File: src/rtl/pwl_pkg.sv
package pwl_pkg;
  typedef enum logic {
    REQ_LOAD  = 1'b0,
    REQ_QUERY = 1'b1
  } req_e;

  // word handed from one search cell to the next
  typedef struct packed {
    logic        active;
    logic        found;
    logic [7:0]  pos;
    logic [31:0] q;
  } srch_t;
endpackage

File: src/rtl/pwl_cell.sv
module pwl_cell #(
  parameter int unsigned IdxW = 8
) (
  input  logic                clk_i,
  input  logic                rst_ni,
  input  logic                wr_i,
  input  logic [31:0]         x_i,
  input  logic [31:0]         y_i,
  input  logic [31:0]         xn_i,
  input  logic                last_i,
  input  logic [IdxW-1:0]     my_idx_i,
  input  pwl_pkg::srch_t      s_i,
  output pwl_pkg::srch_t      s_o,
  output logic [31:0]         x_o,
  output logic [31:0]         y_o
);
  import pwl_pkg::*;
  logic [31:0] x_q, y_q;
  logic        hit;
  srch_t       s_q, s_d;

  always_ff @(posedge clk_i) begin
    if (wr_i) begin
      x_q <= x_i;
      y_q <= y_i;
    end
  end

  // a cell past the last segment passes the word on unchanged
  assign hit = !last_i && (($signed(s_i.q) == $signed(x_q)) ||
               (($signed(s_i.q) > $signed(x_q)) && ($signed(s_i.q) < $signed(xn_i))));

  always_comb begin
    s_d = s_i;
    if (s_i.active && hit) begin
      s_d.found = 1'b1;
      s_d.pos   = 8'(my_idx_i);
    end
  end

  always_ff @(posedge clk_i or negedge rst_ni) begin
    if (!rst_ni) begin
      s_q.active <= 1'b0;
      s_q.found  <= 1'b0;
      s_q.pos    <= '0;
      s_q.q      <= '0;
    end else begin
      s_q <= s_d;
    end
  end

  assign s_o = s_q;
  assign x_o = x_q;
  assign y_o = y_q;
endmodule

File: config.mk
export PLATFORM = sky130hd
export DESIGN_NAME = pwl_cell
export DESIGN_NICKNAME = d
export VERILOG_FILES = /design/src/rtl/pwl_pkg.sv /design/src/rtl/pwl_cell.sv
export SDC_FILE = /design/constraint.sdc
export NUM_CORES = 1
export LEC_CHECK = 0
export BUFFER_PORTS_ARGS = -buffer_cell sky130_fd_sc_hd__buf_2
export CAP_MARGIN = 15
export CORE_MARGIN = 2
export CORE_UTILIZATION = 41
export CTS_CLUSTER_SIZE = 30
export DETAILED_ROUTE_END_ITERATION = 12
export HOLD_SLACK_MARGIN = 0.08
export PLACE_DENSITY = 0.84
export SLEW_MARGIN = 20
export SYNTH_ARGS = -nofsm -noshare
export SYNTH_HDL_FRONTEND = slang
export SYNTH_SLANG_ARGS = --single-unit
File: constraint.sdc
create_clock -name clk_i -period 2.3 [get_ports clk_i]
set_clock_uncertainty 0.1 [all_clocks]
set_input_delay 0.23 -clock clk_i [delete_from_list [all_inputs] [get_ports clk_i]]
set_output_delay 0.23 -clock clk_i [all_outputs]
set_load 0.1 [all_outputs]
Word-level counts from Yosys, hierarchy flattened
Cells that the tools add are included.

Equal/unequal tests: 1. Reductions and logical operators: 5. Muxes and demuxes: 1. $lt $le $gt $ge: 2.

Operators with widths (number): $eq 32x32->1 (1); $gt 32x32->1 (1); $lt 32x32->1 (1); $mux 9 (1); $logic_and 1x1->1 (3); $logic_not 1->1 (1); $logic_or 1x1->1 (1).

Word-level logic and storage cells: 15. Output and inout port bits: 106. Input port bits: 150. Flip-flop bits (word level): 106.

Logic depth before layout (Yosys ltp)
Depth in word-level cells: 6. Mapped depth: 9. Gate-level depth less buffers: 9.

Worst setup path after synthesis
OpenSTA, ideal clock, no wires.

Kind: register to register. Start: register x_q[15] (netlist: x_o[15]). End: register s_q, in the netlist s_o[32]. Slack: -0.783 ns. Period minus slack after synthesis: 3.083 ns. Required time: 2.075 ns. Path buffers: 0. Arrival: 2.858 ns. Cell stages (with the launch flop): 10. Library setup time: 0.125 ns. Cell sequence: edfxtp_1 > inv_1 > ha_1 > nand4_1 > or2_2 > a211oi_1 > o32ai_1 > mux2_2 > o311ai_4 > mux2_2.

RTL lines: start: declaration (RTL line pwl_cell.sv:18) `logic [31:0] x_q, y_q;`; start signal: assignment (RTL line pwl_cell.sv:24) `x_q <= x_i;`; end: declaration (RTL line pwl_cell.sv:20) `srch_t s_q, s_d;`.

==> key figures <==
Clock tree
  • CTS tree: built
  • Sink Count: around 110
  • H-tree levels: 3
  • CTS root buffer: clkbuf_16
  • Clock buffer count from CTS: 9
  • Worst-skew pair later-pin latency: between 300 and 400 ps
  • Clock-pin slew on the worst setup and hold paths: about 70 ps
  • CTS Buffer Depth: 2

Logic synthesis
  • Top cells by area, synth: edfxtp_1, dfrtp_1, ha_1
  • Post-synth ARST share: 0.396
  • Yosys Warn Count: 0
  • Cells after Synth: 340
  • Largest area contributor in the netlist: edfxtp_1
  • Syn Area/Cell: 13.9 sq um
  • Syn_nets: 553
  • EDFF count, synth: 64
  • Synthesized area: 4730 sq um
  • Main synth FF type: edfxtp_1
  • Distinct cells, synth: 35
  • Area fraction of the dominant cell type after synthesis: 0.406
  • Flops & latches, synth: 106
  • Sequential share of the synthesized area: 0.628

Drt
  • Routed vias: 4404
  • DRC viols: 0
  • Routed WL: about 15 mm
  • Final ANT Viol Nets: 0
  • Vias per std cell: 4.76
  • First drt pass iteration count: 4
  • Wirelength per Cell: 16.6 microns
  • Initial DRC count: 194

STA
  • Slew Limit Fails: 0
  • Final setup margin: -291 ps
  • Endpoints failing setup: 9
  • Final TNS setup: -2340 ps
  • Final hold violation count: 0
  • Tcrit/Tclk final: 1.13
  • Final worst path period need: around 2600 ps
  • Slew margin rel.: 0.341
  • RSZ-0062 raised after global routing: true
  • WHS: 105 ps
  • F_max: a little under 0.4 GHz
  • Worst Tran Pin Value: between 900 and 1000 ps

Pwr
  • Final Total Pwr: approximately 5.7 mW
  • Leak pwr: 4.12 nW
  • Max IR drop VDD: 613 uV
  • P per Cell Area: 688 nW/um^2

Die
  • Die W: ~110 microns
  • Die height: 111 microns
  • FP Rows: 39
  • CORE AREA: between 10000 and 15000 sq um
  • Full die area: around 12000 sq um
  • Initial core utilization: 0.418
  • # IOs: 256

Global routing
  • GRT Residual Overflow: 0
  • Gr usage total: 0.243
  • Number of global-route vias before repair: about 4700
  • Antenna violations before repair: 0
  • Largest net degree at the start of global routing: 65
  • First-pass GRT wire length: 23.5 mm

Layout
  • Most frequent cells in the layout: buf_2, dlygate4sd3_1, edfxtp_1
  • Final #Nets: 990
  • Fillers: about 710
  • Fraction of layout instances using a drive strength above 1: 0.467
  • N_diodes: 0
  • Layout area overhead: 75.5%
  • Commonest non-fill, non-tap cell in the layout: buf_2

Run
  • Max-cap violation count: 0

Worst setup path
  • Endpoint type of the worst setup path: flip-flop
  • CP Class: input port to flip-flop
  • CP Max Fanout: 5
  • Crit path launch type: input port
  • Critical path data arrival time: 2720 ps
  • CP required: 2430 ps

Run status
  • Status: finished with violations
  • Failing checks: setup timing

Placed design
  • Global placer's final weighted congestion: 0.847
  • Pre-CTS setup slack: -555 ps
  • DP HPWL: about 10 mm
  • Buffers on Ports: 255

Min path
  • Min-delay worst type: input port to flip-flop
## stage by stage
step	area (sq um)	utilization	std cells
3_5_place_dp	6620	0.585	785
3_3_place_gp	6620	0.585	785
2_1_floorplan	4800	-	340
5_1_grt	8300	0.734	925
4_1_cts	8120	0.717	918
6_report	8300	0.734	925
## kinds of logic after synthesis
| family | synth area share |
|---|---|
| AND/OR/NAND/NOR | 0.0582 |
| buffers and inverters | 0.0516 |
| AO/OA/AOI/OAI | 0.0738 |
| adder cells (fa/ha/maj) | 0.167 |
| multiplexers | 0.0214 |
| flip-flops | 0.628 |
## flip-flops by register name, indices dropped and copies added (netlist names)
signal	flops
s_o	42
x_o	32
y_o	32
## worst paths after layout
kind | startpoint | endpoint | slack [ps] | cells after the start
worst max register to register | x_o[13] | s_o[32] | -280 | 9
worst max-delay path | s_i[14] | s_o[32] | -290 | 9
worst min-delay path | s_i[31] | s_o[31] | 110 | 2
min in group asynchronous | rst_ni | s_o[6] | 490 | 2
worst min register to register | x_o[31] | s_o[40] | 1200 | 6
max in group asynchronous | rst_ni | s_o[27] | 990 | 2
## routing by layer
layer / up-vias / track usage / routed length [microns]
met1: 2081 / 0.269 / 5760
met4: 0 / 0.0971 / 413
li1: 2099 / - / -
met2: 188 / 0.447 / 8190
met5: - / 0 / 0
met3: 36 / 0.0588 / 1010
## critical path: stages
cell	delay [ps]
buf_2	130
ha_1	320
and4_1	230
nand2_1	110
a2111oi_0	490
or3_4	250
a221oi_4	70
o311ai_4	520
mux2_4	340
## area by class of cell
type	count	area, sq um	share of cell area
multi-input cells	170	1760	0.212
clock buffers	10	229	0.0276
flip-flops and latches	106	2970	0.358
inverters	65	244	0.0294
well taps	143	179	0.0215
clock inverters	6	65.1	0.00783
repair buffers	425	2850	0.344
## cells in the mapped netlist, types with 4 or more instances
| library cell | count |
|---|---|
| a21oi_1 | 21 |
| nand2_1 | 13 |
| o21a_1 | 4 |
| dfrtp_1 | 42 |
| mux2_2 | 9 |
| nand4_1 | 13 |
| edfxtp_1 | 64 |
| nor2_1 | 5 |
| o21ai_0 | 4 |
| ha_1 | 63 |
| inv_1 | 65 |
## where the power goes
group / switching [mW] / internal (mW)
Combinational: 1.38 / 0.572
Clock: 0.692 / 0.849
Sequential: 0.0529 / 2.17
Total: 2.13 / 3.59
## what timing repair did
action / 4_1_cts / 5_1_grt
buffers inserted: 2 / 8
endpoints found under the setup margin: 9 / 9
endpoints found under the hold margin: 147 / 0
hold buffers: 114 / 0
gates cloned: 1 / 0
gates resized for setup: 4 / 19
pin swaps: 3 / 13
(Power assumes the default switching activity.)
