$ cat config.mk
export PLATFORM = sky130hd
export DESIGN_NAME = pwl_div
export DESIGN_NICKNAME = d
export VERILOG_FILES = /design/src/rtl/pwl_pkg.sv /design/src/rtl/pwl_div.sv
export SDC_FILE = /design/constraint.sdc
export NUM_CORES = 1
export LEC_CHECK = 0
export ABC_AREA = 1
export BUFFER_PORTS_ARGS = -buffer_cell sky130_fd_sc_hd__buf_2
export CAP_MARGIN = 20
export CELL_PAD_IN_SITES_DETAIL_PLACEMENT = 1
export CELL_PAD_IN_SITES_GLOBAL_PLACEMENT = 1
export CORE_ASPECT_RATIO = 1.5
export CORE_UTILIZATION = 39
export DETAILED_ROUTE_END_ITERATION = 8
export GPL_TIMING_DRIVEN = 0
export PLACE_DENSITY_LB_ADDON = 0.1
export SLEW_MARGIN = 10
export SYNTH_ARGS = -nofsm -noshare
export SYNTH_HDL_FRONTEND = slang
export SYNTH_SLANG_ARGS = --single-unit
$ cat constraint.sdc
create_clock -name clk_i -period 3.6 [get_ports clk_i]
set_input_delay 0.18 -clock clk_i [delete_from_list [all_inputs] [get_ports clk_i]]
set_output_delay 0.18 -clock clk_i [all_outputs]
set_load 0.01 [all_outputs]
$ cat src/rtl/pwl_pkg.sv
package pwl_pkg;
  typedef enum logic {
    REQ_LOAD  = 1'b0,
    REQ_QUERY = 1'b1
  } req_e;

  // word handed from one search cell to the next
  typedef struct packed {
    logic        active;
    logic        found;
    logic [7:0]  pos;
    logic [31:0] q;
  } srch_t;
endpackage

$ cat src/rtl/pwl_div.sv
module pwl_div (
  input  logic         clk_i,
  input  logic         rst_ni,
  input  logic         start_i,
  input  logic [63:0]  num_i,
  input  logic [31:0]  den_i,
  output logic         done_o,
  output logic [39:0]  quo_o,
  output logic         big_o
);
  import pwl_pkg::*;
  logic [63:0] num_q;
  logic [32:0] rem_q;
  logic [31:0] den_q;
  logic [39:0] quo_q;
  logic        big_q, busy_q, done_q;
  logic [5:0]  cnt_q;
  logic [33:0] sh;
  logic [33:0] diff;

  assign sh   = {rem_q, num_q[63]};
  assign diff = sh - {2'b0, den_q};

  always_ff @(posedge clk_i or negedge rst_ni) begin
    if (!rst_ni) begin
      busy_q <= 1'b0;
      done_q <= 1'b0;
      cnt_q  <= '0;
    end else begin
      done_q <= !start_i && busy_q && (cnt_q == 6'd0);
      if (start_i) begin
        busy_q <= 1'b1;
        cnt_q  <= 6'd63;
        num_q  <= num_i;
        den_q  <= den_i;
        rem_q  <= '0;
        quo_q  <= '0;
        big_q  <= 1'b0;
      end else if (busy_q) begin
        num_q <= {num_q[62:0], 1'b0};
        if (!diff[33]) begin
          rem_q <= diff[32:0];
          if (cnt_q >= 6'd40) big_q <= 1'b1;
          else quo_q <= {quo_q[38:0], 1'b1};
        end else begin
          rem_q <= sh[32:0];
          if (cnt_q < 6'd40) quo_q <= {quo_q[38:0], 1'b0};
        end
        cnt_q <= cnt_q - 6'd1;
        if (cnt_q == 6'd0) begin
          busy_q <= 1'b0;
        end
      end
    end
  end

  assign done_o = done_q;
  assign quo_o  = quo_q;
  assign big_o  = big_q;
endmodule

======== Word-level counts from Yosys, hierarchy flattened ========
Cells that the tools add are included.
storage, ports and cells
  register bits after elaboration ......... 178
  input bits .............................. 99
  output and inout port bits .............. 42
  logic and storage cells ................. 35
cells by class
  $add $sub $neg .......................... 2
  $lt $le $gt $ge ......................... 2
  muxes and demuxes ....................... 16
  reduce and logical (&&, ||, !) cells .... 7
operator list
  operator               count
  $mux W40               4
  $mux W64               2
  $mux W33               2
  $sub A34 B32 Y34       1
  $mux W6                2
  $ge A6 B6 Y1 const B   1
  $logic_not A6 Y1       1
  $lt A6 B6 Y1 const B   1
  $mux W1                6
  $sub A6 B1 Y6 const B  1
  $reduce_and A2 Y1      2
  $logic_and A1 B1 Y1    2
  $reduce_bool A2 Y1     1
  $logic_not A1 Y1       1

======== Longest topological paths before layout ========
  depth after elaboration ................. 4
  gate-level depth with buffers ........... 18
  mapped depth without buffers ............ 18

======== Least setup slack after synthesis ========
OpenSTA, ideal clock, no wires.
  path type ............................... in2reg
  start ................................... in start_i
  end ..................................... reg num_q[0], enable pin
  setup time .............................. 487 ps
  arrival ................................. 3545 ps
  required time ........................... 3113 ps
  setup slack ............................. -431 ps
  cell stages on the path ................. 4
  buffers on the path ..................... 2
  path through ............................ clkbuf_1 > nor2_1 > clkbuf_1 > nor2_1
on the way
  cells in the longest elaborated chain, start to end .. 2
ends and longest elaborated chain
  what                                 RTL line       text
  start, declared                      pwl_div.sv:4   input logic start_i,
  $reduce_bool A2 Y1 (no source line)  n/a
  $reduce_and A2 Y1 (no source line)   n/a
  end signal, assigned                 pwl_div.sv:34  num_q <= num_i;
  end signal, assigned                 pwl_div.sv:40  num_q <= {num_q[62:0], 1'b0};
  end, declared                        pwl_div.sv:12  logic [63:0] num_q;
Every way passes these cells.
A chain may end at the register's enable or synchronous reset.

======== Final worst setup path ========
  start ................................... reg rem_q[7]
  end ..................................... reg rem_q[23], data pin
on the way
  cells in the longest elaborated chain, start to end .. 3
ends and longest elaborated chain
  what                    RTL line       text
  start, declared         pwl_div.sv:13  logic [32:0] rem_q;
  start signal, assigned  pwl_div.sv:42  rem_q <= diff[32:0];
  start signal, assigned  pwl_div.sv:46  rem_q <= sh[32:0];
  $sub A34 B32 Y34        pwl_div.sv:22  assign diff = sh - {2'b0, den_q};
  $mux W33                pwl_div.sv:41  if (!diff[33]) begin
  $mux W33                pwl_div.sv:39  end else if (busy_q) begin
Every way passes these cells.

==> results.toml <==
[worst_setup_path]
crit_path_start_kind = "register"
worst_ep_required_time_ns = 3.80
cp_max_fo = 10
arrival_ns = 3.03
endpoint_kind = "register"
crit_start = "rem_q[7]"
worstSetupPathType = "reg2reg"
r2r_start = "rem_q[7]"

[cells_and_area]
syn_to_final_growth_pct = 24.92
nets = 1745
drive_gt1_share_pct = 12.57
design_area_um2 = 13240
regArea_um2 = 5305
n_antenna_cell = 0
nFillCells = 3288
multi_input_area_um2 = 4302

[logic_synthesis]
yosysWarnings = 0
synth_top_area_share_pct = 48.18
async_flop_share_pct = 4.494
netlist_area_um2 = 10600
ys_seq_area_share_pct = 50.07
yosys_most_used_dff = "edfxtp_1"
synth_edf_count = 170
yosysUniqueCellTypes = 32
synth.most_common_cell = "nand2_1"
ys_ff_latch = 178
syn_avg_cell_area_um2 = 7.734
synth_commonest_cells = "538 x nand2_1, 213 x inv_1, 170 x edfxtp_1"
netlist_instances = 1370
synth.area.top_cells = "edfxtp_1 48%, nand2_1 19%, inv_1 7.5%, nand3_1 4.6%, nor2_1 4.5%"
yosysTopAreaCell = "edfxtp_1"
syn-num-nets = 1504

[clocking]
cts_buffers = 17
cts_max_path_buffers = 2
cts_tree = "done"
clk_latency_ns = 0.45
cts_setup_buffers = 0
clock-sinks = 178
clk_pin_slew_ns = 0.07
cts_root_buf = "clkbuf_16"
cts_max_level = 4
cts-resized-gates = 0

[global_routing]
grt_pass1_vias = 10050
grt_first_pass_wirelength_mm = 51.34
overflow = 0
grt_max_degree = 63
antenna_found_initial = 0
grt_usage_pct = 24.39

[placed_design]
dp_hpwl_mm = 24.03
portBuffers = 139
placed_area_um2 = 11810
place_congestion = 0.9082

[job]
max_cap_viol_count = 0

[die]
die_h_um = 203.9
coreArea_um2 = 26580
io_pins = 141
die_w_um = 136.6
dieArea_um2 = 27840
fp-row-count = 73
start_util_pct = 39.86

[sta]
maxSlewHeadroom_pct = 51.59
clock.fmax_ghz = 0.3535
fin_hold_ws_ns = 0.02123
fin_skew_ns = 0.008589
worstMarginPinSlew_ns = 0.7234
min_period_over_period_pct = 78.58
setup_viol = 0
slew_viol_final = 0
hold_viol_final = 0
min_period_ns = 2.829
rsz0062_at_grt = "false"
setup_tns_ns = 0

[detailed_routing]
vias = 9544
drt-total-wl_mm = 32.03
route.detailed.drc = 0
drt_iter0_drc = 340
final_antenna_net_count = 0
first_pass_iters = 4
wl_per_cell_um = 16.34
routed_via_density = 4.869

[pwr]
total_power_mw = 6.421
vdd_drop_max_mv = 0.3672
power_density_nw_per_um2 = 485.1
p_leak_nw = 6.674

[min_path]
holdCritPathClass = "in2reg"
min_from = "num_i[32]"

[outcome]
outcome = "finished clean"
-- path summary, 6_finish.rpt --
kind	cells past startpoint	endpoint	slack (ns)
setup / recovery	16	rem_q[23]	0.77
hold / removal	3	num_q[32]	0.02
setup reg to reg	16	rem_q[23]	0.77
hold reg to reg	2	cnt_q[4]	0.51
max in group asynchronous	3	done_o	2.76
min in group asynchronous	2	cnt_q[3]	0.21
-- layer usage --
layer / share of wire (%) / track usage [%] / wire, µm
met1: 39 / 25.57 / 12360
met2: 55 / 46.68 / 17690
met3: 2.8 / 4.315 / 899
met4: 3.4 / 10.00 / 1083
met5: 0 / 0 / 0
-- placed cells by master, fill, tap and decap left out, drive strengths merged --
cell	count
nand3	100
a21o	1
fa	1
and2	2
buf	154
nor3	10
inv	217
dfrtp	8
nand3b	6
o21ai	46
nand4	9
xor2	2
clkinvlp	1
nor2	131
clkbuf	49
a22oi	1
dlygate4sd3	79
edfxtp	170
xnor2	14
o21bai	6
nand2	547
ha	34
a21oi	25
clkinv	4
bufinv	5
and3	1
-- registers in the layout, indices dropped and copies added (netlist names) --
signal	count
done_o	1
big_o	1
rem_q	33
busy_q	1
cnt_q	6
num_q	64
quo_o	40
den_q	32
-- area by class of cell --
| class | instances | share of cell area [%] |
|---|---|---|
| sequential | 178 | 40.08 |
| multi-input combinational | 936 | 32.50 |
| timing repair buffer | 222 | 11.91 |
| inverter | 214 | 6.069 |
| clock buffer | 18 | 3.243 |
| tap | 337 | 3.186 |
| clock inverter | 13 | 1.550 |
| buffer | 42 | 1.456 |
-- critical path, cell delays in order (launching register included) --
cell      delay [ns]
edfxtp_1        0.42
ha_1            0.38
nand2_1         0.09
nand2_1         0.12
inv_1           0.08
nand2_1         0.10
inv_1           0.09
nand3_2         0.19
nand2_2         0.11
nand2_2         0.08
nand2_4         0.10
nand3_2         0.16
nand2_4         0.19
buf_6           0.18
nand2_1         0.06
nand3_1         0.15
nand2_1         0.07
-- power breakdown --
| part | switching [mW] | internal [mW] | leakage (nW) |
|---|---|---|---|
| combinational | 1.11 | 0.626 | 4.60 |
| clock | 0.855 | 1.23 | 0.306 |
| sequential | 0.105 | 2.50 | 1.77 |
| total | 2.07 | 4.36 | 6.67 |
-- through the flow --
stage	util [%]	cells	setup WS (ns)
global placement	44.08	1846	-1.224
floorplan	-	1370	0.6417
global route	49.80	1960	0.5748
finish	49.80	1960	0.7710
CTS	49.80	1960	0.7617
detailed placement	44.43	1850	0.7719
-- kinds of logic (layout without fill, tap and decap cells) --
logic type	count (synthesis)	count (layout)	synth area share, %
AO/OA/AOI/OAI	79	79	3.992
XOR/XNOR	16	16	1.323
adder cells (fa/ha/maj)	35	35	4.204
buffers and inverters	256	509	9.400
flip-flops	178	178	50.07
AND/OR/NAND/NOR	806	806	31.01
-- what timing repair did --
action,in CTS,in global routing
hold endpoints to repair,79,0
setup endpoints to repair,0,0
hold buffers,79,0
Note: power is estimated with default switching activity, not from simulation.
